$ cat config.mk
export PLATFORM = sky130hd
export DESIGN_NAME = dual_word_string_hash_unit
export DESIGN_NICKNAME = d
export VERILOG_FILES = /design/src/design/dwsh_pkg.sv /design/src/design/dwsh_front.sv /design/src/design/dwsh_fifo.sv /design/src/design/dwsh_back.sv /design/src/design/dual_word_string_hash_unit.sv
export SDC_FILE = /design/constraint.sdc
export NUM_CORES = 2
export LEC_CHECK = 0
export ABC_AREA = 1
export BUFFER_PORTS_ARGS = -buffer_cell sky130_fd_sc_hd__buf_2
export CAP_MARGIN = 20
export CELL_PAD_IN_SITES_DETAIL_PLACEMENT = 0
export CELL_PAD_IN_SITES_GLOBAL_PLACEMENT = 1
export CORE_MARGIN = 1
export CORE_UTILIZATION = 23
export DETAILED_ROUTE_END_ITERATION = 8
export HOLD_SLACK_MARGIN = 0.03
export MAX_ROUTING_LAYER = met4
export PLACE_DENSITY_LB_ADDON = 0.25
export REMOVE_ABC_BUFFERS = 1
export SYNTH_ARGS = -nofsm -noshare
export SYNTH_HDL_FRONTEND = slang
export SYNTH_SLANG_ARGS = --single-unit
$ cat constraint.sdc
create_clock -name clk_i -period 13.3 [get_ports clk_i]
set_input_delay 1.995 -clock clk_i [delete_from_list [all_inputs] [get_ports clk_i]]
set_output_delay 1.995 -clock clk_i [all_outputs]
set_load 0.01 [all_outputs]
$ cat src/design/dwsh_pkg.sv
// Shared types and constants of the dual word string hash unit.
`default_nettype none
package dwsh_pkg;

  // Fixed widths of the request and result fields.
  localparam int unsigned WordW = 32;
  localparam int unsigned LenW  = 16;

  // Hash multipliers and rotate amounts.
  localparam logic [WordW-1:0] MulA = 32'd2170698181;
  localparam logic [WordW-1:0] MulB = 32'd73762243;
  localparam int unsigned      RotA = 13;
  localparam int unsigned      RotB = 7;

  // One classified word on its way from the front to the back.
  typedef struct packed {
    logic [WordW-1:0] fold_a;   // low half XOR high half of word * MulA
    logic [WordW-1:0] prod_b;   // low half of word * MulB
    logic [LenW-1:0]  len;      // masked string length, used on a first word
    logic             first;
    logic             last;
  } entry_t;

  // Rotate right by a constant amount.
  function automatic logic [WordW-1:0] rotr(input logic [WordW-1:0] x,
                                            input int unsigned r);
    rotr = (x >> r) | (x << (WordW - r));
  endfunction

endpackage
`default_nettype wire

$ cat src/design/dwsh_front.sv
// Front end: accepts word requests, masks the length and forms both products.
`default_nettype none
module dwsh_front #(
  parameter int unsigned LENGTH_BITS = 16
) (
  input  wire logic                      clk_i,
  input  wire logic                      rst_ni,
  input  wire logic                      in_valid_i,
  output logic                           in_ready_o,
  input  wire logic [dwsh_pkg::WordW-1:0] data_word_i,
  input  wire logic                      begins_string_i,
  input  wire logic [dwsh_pkg::LenW-1:0] string_length_i,
  input  wire logic                      ends_string_i,
  output logic                           push_valid_o,
  input  wire logic                      push_ready_i,
  output dwsh_pkg::entry_t               push_entry_o
);
  import dwsh_pkg::*;

  // Length is taken modulo 2^LENGTH_BITS.
  localparam logic [LenW-1:0] LenMask =
    (LENGTH_BITS >= LenW) ? {LenW{1'b1}} : LenW'((64'd1 << LENGTH_BITS) - 64'd1);

  logic             valid_q, valid_d;
  logic [WordW-1:0] word_q;
  logic [LenW-1:0]  len_q;
  logic             first_q, last_q;
  logic [2*WordW-1:0] prod_a;
  logic [WordW-1:0]   prod_b;

  // The input register is free when empty or when its request moves on.
  assign in_ready_o = !valid_q || push_ready_i;

  always_comb begin
    valid_d = valid_q;
    if (in_ready_o) begin
      valid_d = in_valid_i;
    end
  end

  always_ff @(posedge clk_i or negedge rst_ni) begin
    if (!rst_ni) begin
      valid_q <= 1'b0;
    end else begin
      valid_q <= valid_d;
    end
  end

  // Payload of the input register.
  always_ff @(posedge clk_i) begin
    if (in_valid_i && in_ready_o) begin
      word_q  <= data_word_i;
      len_q   <= string_length_i & LenMask;
      first_q <= begins_string_i;
      last_q  <= ends_string_i;
    end
  end

  // Both multiplies sit between the input register and the queue.
  assign prod_a = (2*WordW)'(word_q) * (2*WordW)'(MulA);
  assign prod_b = word_q * MulB;

  assign push_valid_o        = valid_q;
  assign push_entry_o.fold_a = prod_a[WordW-1:0] ^ prod_a[2*WordW-1:WordW];
  assign push_entry_o.prod_b = prod_b;
  assign push_entry_o.len    = len_q;
  assign push_entry_o.first  = first_q;
  assign push_entry_o.last   = last_q;

endmodule
`default_nettype wire

$ cat src/design/dwsh_fifo.sv
// Short queue of classified words between the front and the back.
`default_nettype none
module dwsh_fifo #(
  parameter int unsigned FIFO_DEPTH = 4
) (
  input  wire logic             clk_i,
  input  wire logic             rst_ni,
  input  wire logic             push_valid_i,
  output logic                  push_ready_o,
  input  wire dwsh_pkg::entry_t push_entry_i,
  output logic                  pop_valid_o,
  input  wire logic             pop_ready_i,
  output dwsh_pkg::entry_t      pop_entry_o
);
  import dwsh_pkg::*;

  localparam int unsigned PtrW = (FIFO_DEPTH > 1) ? $clog2(FIFO_DEPTH) : 1;
  localparam int unsigned CntW = $clog2(FIFO_DEPTH + 1);

  entry_t            mem_q [FIFO_DEPTH];
  logic [PtrW-1:0]   wr_ptr_q, wr_ptr_d;
  logic [PtrW-1:0]   rd_ptr_q, rd_ptr_d;
  logic [CntW-1:0]   count_q, count_d;
  logic              push, pop;

  assign push_ready_o = (count_q != CntW'(FIFO_DEPTH));
  assign pop_valid_o  = (count_q != '0);
  assign push         = push_valid_i && push_ready_o;
  assign pop          = pop_valid_o && pop_ready_i;
  assign pop_entry_o  = mem_q[rd_ptr_q];

  // Pointer wrap and fill count.
  always_comb begin
    wr_ptr_d = wr_ptr_q;
    rd_ptr_d = rd_ptr_q;
    count_d  = count_q;
    if (push) begin
      wr_ptr_d = (wr_ptr_q == PtrW'(FIFO_DEPTH - 1)) ? '0 : wr_ptr_q + PtrW'(1);
    end
    if (pop) begin
      rd_ptr_d = (rd_ptr_q == PtrW'(FIFO_DEPTH - 1)) ? '0 : rd_ptr_q + PtrW'(1);
    end
    if (push && !pop) begin
      count_d = count_q + CntW'(1);
    end else if (pop && !push) begin
      count_d = count_q - CntW'(1);
    end
  end

  always_ff @(posedge clk_i or negedge rst_ni) begin
    if (!rst_ni) begin
      wr_ptr_q <= '0;
      rd_ptr_q <= '0;
      count_q  <= '0;
    end else begin
      wr_ptr_q <= wr_ptr_d;
      rd_ptr_q <= rd_ptr_d;
      count_q  <= count_d;
    end
  end

  // Entry storage.
  always_ff @(posedge clk_i) begin
    if (push) begin
      mem_q[wr_ptr_q] <= push_entry_i;
    end
  end

endmodule
`default_nettype wire

$ cat src/design/dwsh_back.sv
// Back end: runs the rotate and XOR recurrences and holds the result register.
`default_nettype none
module dwsh_back (
  input  wire logic                       clk_i,
  input  wire logic                       rst_ni,
  input  wire logic                       pop_valid_i,
  output logic                            pop_ready_o,
  input  wire dwsh_pkg::entry_t           pop_entry_i,
  output logic                            out_valid_o,
  input  wire logic                       out_ready_i,
  output logic [dwsh_pkg::WordW-1:0]      hash_a_o,
  output logic [dwsh_pkg::WordW-1:0]      hash_b_o
);
  import dwsh_pkg::*;

  logic [WordW-1:0] run_a_q, run_a_d;
  logic [WordW-1:0] run_b_q, run_b_d;
  logic [WordW-1:0] seed_a, seed_b;
  logic             out_valid_q, out_valid_d;
  logic [WordW-1:0] hash_a_q, hash_b_q;
  logic             pop;

  // A word leaves the queue whenever the result register can take a result.
  assign pop_ready_o = !out_valid_q || out_ready_i;
  assign pop         = pop_valid_i && pop_ready_o;

  // A first word seeds A with minus the length and B with the length.
  always_comb begin
    seed_a = run_a_q;
    seed_b = run_b_q;
    if (pop_entry_i.first) begin
      seed_a = '0 - WordW'(pop_entry_i.len);
      seed_b = WordW'(pop_entry_i.len);
    end
    run_a_d = rotr(seed_a, RotA) ^ pop_entry_i.fold_a;
    run_b_d = rotr(seed_b, RotB) ^ pop_entry_i.prod_b;
  end

  always_comb begin
    out_valid_d = out_valid_q;
    if (pop && pop_entry_i.last) begin
      out_valid_d = 1'b1;
    end else if (out_ready_i) begin
      out_valid_d = 1'b0;
    end
  end

  always_ff @(posedge clk_i or negedge rst_ni) begin
    if (!rst_ni) begin
      run_a_q     <= '0;
      run_b_q     <= '0;
      out_valid_q <= 1'b0;
    end else begin
      out_valid_q <= out_valid_d;
      if (pop) begin
        run_a_q <= run_a_d;
        run_b_q <= run_b_d;
      end
    end
  end

  // Result payload is loaded on the tail word.
  always_ff @(posedge clk_i) begin
    if (pop && pop_entry_i.last) begin
      hash_a_q <= run_a_d;
      hash_b_q <= run_b_d;
    end
  end

  assign out_valid_o = out_valid_q;
  assign hash_a_o    = hash_a_q;
  assign hash_b_o    = hash_b_q;

endmodule
`default_nettype wire

$ cat src/design/dual_word_string_hash_unit.sv
// Top level of the dual word string hash unit.
// The unit takes one 32-bit word request per cycle and keeps that rate as long
// as results are taken. A word passes through the input register, where both
// constant multiplies are formed, into a FIFO_DEPTH-entry queue, and then into
// the back end, which applies one rotate-and-XOR step per cycle to each hash.
// A result is registered in the result register once its tail word has passed the
// input register and the queue. When results stall, the queue absorbs words until
// it and the input register fill, after which in_ready_o drops. Lengths are taken
// modulo 2^LENGTH_BITS; running hashes reset to zero.
`default_nettype none
module dual_word_string_hash_unit #(
  parameter int unsigned LENGTH_BITS = 16,
  parameter int unsigned FIFO_DEPTH  = 4
) (
  input  wire logic                       clk_i,
  input  wire logic                       rst_ni,
  input  wire logic                       in_valid_i,
  output logic                            in_ready_o,
  input  wire logic [dwsh_pkg::WordW-1:0] data_word_i,
  input  wire logic                       begins_string_i,
  input  wire logic [dwsh_pkg::LenW-1:0]  string_length_i,
  input  wire logic                       ends_string_i,
  output logic                            out_valid_o,
  input  wire logic                       out_ready_i,
  output logic [dwsh_pkg::WordW-1:0]      hash_a_o,
  output logic [dwsh_pkg::WordW-1:0]      hash_b_o
);
  import dwsh_pkg::*;

  logic   push_valid, push_ready, pop_valid, pop_ready;
  entry_t push_entry, pop_entry;

  // Request intake and products.
  dwsh_front #(
    .LENGTH_BITS(LENGTH_BITS)
  ) u_front (
    .clk_i          (clk_i),
    .rst_ni         (rst_ni),
    .in_valid_i     (in_valid_i),
    .in_ready_o     (in_ready_o),
    .data_word_i    (data_word_i),
    .begins_string_i(begins_string_i),
    .string_length_i(string_length_i),
    .ends_string_i  (ends_string_i),
    .push_valid_o   (push_valid),
    .push_ready_i   (push_ready),
    .push_entry_o   (push_entry)
  );

  // Decoupling queue.
  dwsh_fifo #(
    .FIFO_DEPTH(FIFO_DEPTH)
  ) u_fifo (
    .clk_i       (clk_i),
    .rst_ni      (rst_ni),
    .push_valid_i(push_valid),
    .push_ready_o(push_ready),
    .push_entry_i(push_entry),
    .pop_valid_o (pop_valid),
    .pop_ready_i (pop_ready),
    .pop_entry_o (pop_entry)
  );

  // Hash recurrences and result register.
  dwsh_back u_back (
    .clk_i      (clk_i),
    .rst_ni     (rst_ni),
    .pop_valid_i(pop_valid),
    .pop_ready_o(pop_ready),
    .pop_entry_i(pop_entry),
    .out_valid_o(out_valid_o),
    .out_ready_i(out_ready_i),
    .hash_a_o   (hash_a_o),
    .hash_b_o   (hash_b_o)
  );

endmodule
`default_nettype wire

* After elaboration in Yosys (flattened, before gate mapping)
Memory sizes are Yosys's and may differ from the RTL's. Index checks and enable logic that the tools add are counted.
Word-level totals: flip-flop bits (word level) 187, memory bits (writable) 328, output and inout bits 66, memories kept 1
Cells by class: add/subtract/negate cells 5, multipliers 2, equal/unequal tests 3, muxes and demuxes 10, bitwise logic cells 5, reduce and logical (&&, ||, !) cells 15
Memory list:
- u_fifo.mem_q | depth 4, bits a word 82, read ports 1, clocked after memory_dff 0, write ports 1, line dwsh_fifo.sv:20 | entry_t mem_q [FIFO_DEPTH];
Operators with widths (number):
- bitwise XOR 32 bit | 3
- multiplier 32 x 32 -> 64 bit, second input constant | 1
- 2-to-1 mux 32 bit | 2
- multiplier 32 x 27 -> 32 bit, second input constant | 1
- OR 19 x 32 -> 32 bit | 1
- OR 25 x 32 -> 32 bit | 1
- subtractor 1 x 16 -> 17 bit, first input constant | 1
- logical AND 1 bit | 6
- 2-to-1 mux 3 bit | 2
- adder 2 x 1 -> 2 bit, second input constant | 2
- equality test 2 bit, second input constant | 2
- logical NOT 1 bit | 4
- 2-to-1 mux 1 bit | 4
- 2-to-1 mux 2 bit | 2
- nonzero test 2 bit | 2
- adder 3 x 1 -> 3 bit, second input constant | 1
- != test 3 bit, second input constant | 1
- nonzero test 3 bit | 1
- subtractor 3 x 1 -> 3 bit, second input constant | 1
- logical OR 1 bit | 2

* Longest topological paths before layout
depth after elaboration 6, gate-level depth with buffers 30

* Modules after synthesis
A second synthesis with hierarchy kept.
Unflattened totals: cell total of the unflattened synthesis 4837, area, all modules 45205.9 µm²
Modules (own cells, without submodules):
- dwsh_front | times used 1, cells each 3115, area each 25321.8 µm²
- dwsh_fifo | times used 1, cells each 1015, area each 13609.3 µm²
- dwsh_back | times used 1, cells each 707, area each 6274.8 µm²

* Least setup slack after synthesis
OpenSTA, ideal clock, no wires.
path kind register to register, start point reg u_front.word_q[18], end point mem u_fifo.mem_q[0][79] (netlist bit) (data pin), library setup time 0.266 ns, data arrival time 6.204 ns, slack 6.831 ns, cell stages (with the launch flop) 26, path buffers 0, path through edfxtp_1 > inv_1 > fa_1 > fa_1 > fa_1 > fa_1 > inv_1 > fa_1 > inv_1 > fa_1 > inv_1 > fa_1 > inv_1 > fa_1 > inv_1 > ha_1 > nand2_1 > o21ai_0 > nand2_1 > nand2_1 > inv_1 > o21ai_0 > nand2_1 > and2_1 > nand4_1 > nand2_1
RTL lines:
- start: declaration | line dwsh_front.sv:25 | logic [WordW-1:0] word_q;
- start signal: assignment | line dwsh_front.sv:52 | word_q <= data_word_i;
- end: declaration | line dwsh_fifo.sv:20

==> reports/results.tsv <==
metric	value	unit
core area	0.186	mm2
H-tree depth	2	
Yosys reg bits	515	
Clock Sink Count	515	
largest family of logic cells by synthesized area	adder cells	
crit path max fanout	10	
largest net degree at the start of global routing	84	
Multi-input gate area	0.0239	mm2
die area	0.189	mm2
clock-pin slew on the worst setup and hold paths	0.06	ns
Seq/Total Area, Yosys	35.1	%
RSZ-0062 raised after global routing	false	
max_slew headroom	34.3	%
critical path data arrival time	7.98	ns
min-delay worst type	reg2reg	
clock latency at the later pin of the worst-skew pair	0.68	ns
CP startpoint	u_front.word_q[10]	
CTS Buffer Depth	3	
crit path launch type	register	
outcome	finished clean	
nets	5444	
Synth-to-Final Area Change	13.3	%
xor and xnor fraction of the mapped netlist area	3.04	%
Adder-Cell Fraction of Synth Area	34.4	%
ranking of synthesized cells by area	edfxtp_1 (31%), fa_1 (20%), ha_1 (14%)	
CTS Hold Bufs	0	
GPL Wtd Cong	0.931	
Setup TNS	0	ns
Post-Synth Simple-Gate Area	12.2	%
vias in the first global route	30300	
worst slew pin tran	0.985	ns
mux cell area share after synthesis	0	%
postcts setup bufs	0	
Synth Area in Compound Gates	5.96	%
Detail Route Antenna Nets	0	
Mapped Avg Cell Area	9.95	um2
Root Buffer	clkbuf_16	
ys flop type	edfxtp_1	
FF+latch area	0.0151	mm2
Post-synth EDFFs	442	
drt total wl	145000	um
worst slack at placement	5.71	ns
cell area after synthesis	0.0430	mm2
startpoint of the worst hold path	u_back.run_b_q[4]	
top post-synthesis cells by count	inv_1 (948), nand2_1 (714), ha_1 (498)	
clock skew	0.0443	ns
Worst EP required	13.67	ns
Ys Warns	0	
Avg WL per Cell	20.7	um
I/O Pins	120	
first-pass detailed-route iteration total	5	
grt ovf	0	
max_cap viols	0	
Rows	158	
Post-Synthesis Cells	4322	
first-pass GRT wire length	209000	um
Yosys top cell area share	30.9	%
fin crit period	7.61	ns
most common cell in the netlist	inv_1	
final setup fails	0	
Post-route DRC	0	
asr flop ratio synth	14.2	%
die width	434	um
post-cts resize count	0	
r2r startpoint	u_front.word_q[10]	
Hold Violations, Final	0	
cell taking the most area after synthesis	edfxtp_1	
Vias	29500	
IO Port Bufs	119	
die height	434	um
post-route worst setup slack	5.69	ns
DR vias/cell	4.22	
Worst setup EP type	register	
DR iter-0 viols	1650	
DP Wirelength	117000	um
fillcell total	19900	
synth unique cells	49	
antenna violations before repair	4	
GRT Overall Usage	15.8	%
CTS tree	yes	
Setup CP Type	reg2reg	
CTS buffer count	59	
Initial Util	23.2	%
layout cell share with drive strength beyond 1	6.69	%
Slew Viols, Final	0	
fmax	0.131	GHz
Final period util	57.2	%
[final cells by class]
cell class / count / area share, %
diodes: 3 / 0.0154
well taps: 2480 / 6.37
inverters: 952 / 7.35
flip-flops and latches: 515 / 31.0
clock buffers: 77 / 3.23
multi-input cells: 2775 / 49.2
clock inverters: 32 / 0.915
repair buffers: 162 / 1.93
[stage by stage]
stage / cell area (um2) / utilization, % / instances / hold WS [ns]
final: 48700 / 26.2 / 6996 / 0.475
after global routing: 48700 / 26.2 / 6995 / 0.495
after CTS: 48700 / 26.2 / 6993 / 0.476
after detailed placement: 46700 / 25.1 / 6884 / 0.459
after global placement: 46600 / 25.1 / 6883 / 0.456
after floorplan: 42600 / - / 4242 / 0.442
[cell usage in the layout, fill, tap and decap left out, types with 8 or more instances in the layout]
| master | instances |
|---|---|
| a21o_1 | 11 |
| a21oi_1 | 142 |
| a32oi_1 | 28 |
| and2_1 | 31 |
| buf_2 | 118 |
| buf_4 | 43 |
| bufinv_16 | 9 |
| clkbuf_1 | 16 |
| clkbuf_16 | 60 |
| clkinv_1 | 10 |
| dfrtp_1 | 71 |
| edfxtp_1 | 442 |
| fa_1 | 427 |
| ha_1 | 498 |
| inv_1 | 946 |
| nand2_1 | 714 |
| nand2_2 | 12 |
| nand3_1 | 162 |
| nand3_2 | 12 |
| nand4_1 | 18 |
| nor2_1 | 241 |
| nor3_1 | 15 |
| o211ai_1 | 8 |
| o21ai_0 | 182 |
| o21ai_1 | 14 |
| o21bai_1 | 9 |
| o22ai_1 | 37 |
| or2_2 | 12 |
| xnor2_1 | 86 |
| xor2_1 | 63 |
[flip-flops by register name, summed over array words and instances, names as in the netlist, 2 cells and up]
signal	cells
u_back.hash_b_o	32
u_back.run_b_q	32
u_fifo.rd_ptr_q	2
u_fifo.count_q	3
u_fifo.wr_ptr_q	2
u_back.run_a_q	32
u_fifo.mem_q	328
u_back.hash_a_o	32
u_front.len_q	16
u_front.word_q	32
[critical path: stages, from the launching register on]
cell	delay (ns)
edfxtp_1	0.82
inv_1	0.33
fa_1	0.65
fa_1	0.19
inv_1	0.06
fa_1	0.54
inv_1	0.05
fa_1	0.47
inv_1	0.05
fa_1	0.49
fa_1	0.50
fa_1	0.49
inv_1	0.05
fa_1	0.47
inv_1	0.04
ha_1	0.36
nand2_1	0.12
nor2_1	0.25
inv_1	0.09
nor2_1	0.13
inv_1	0.08
nor4_1	0.35
nand2_1	0.13
nand2_1	0.12
nand2_1	0.06
nand2_1	0.12
xnor2_1	0.29
[routing by layer]
metal | vias up | global-route usage, % | part of all wire (%)
met4 | 0 | 3.93 | 2.6
met3 | 139 | 2.46 | 4.5
met1 | 14700 | 21.6 | 48
met5 | - | - | 0
met2 | 552 | 24.3 | 45
li1 | 14100 | - | -
[worst paths after layout]
path	to	slack, ns	cells after the start
worst max-delay path	u_fifo.mem_q[0][55]	5.69	26
worst min-delay path	u_back.run_b_q[4]	0.47	2
worst max register to register	u_fifo.mem_q[0][55]	5.69	26
worst min register to register	u_back.run_b_q[4]	0.47	2
max in group asynchronous	u_fifo.rd_ptr_q[0]	10.81	2
min in group asynchronous	u_back.run_a_q[18]	1.24	1
[cell families after synthesis]
| group | count (synthesis) |
|---|---|
| xor+xnor | 149 |
| simple gates | 1245 |
| fa+ha+maj | 925 |
| buf+inv | 1032 |
| compound gates | 456 |
| flops | 515 |
Power is not shown: default switching activity piles up to over one toggle a cycle in this logic, so the estimate is an artifact.
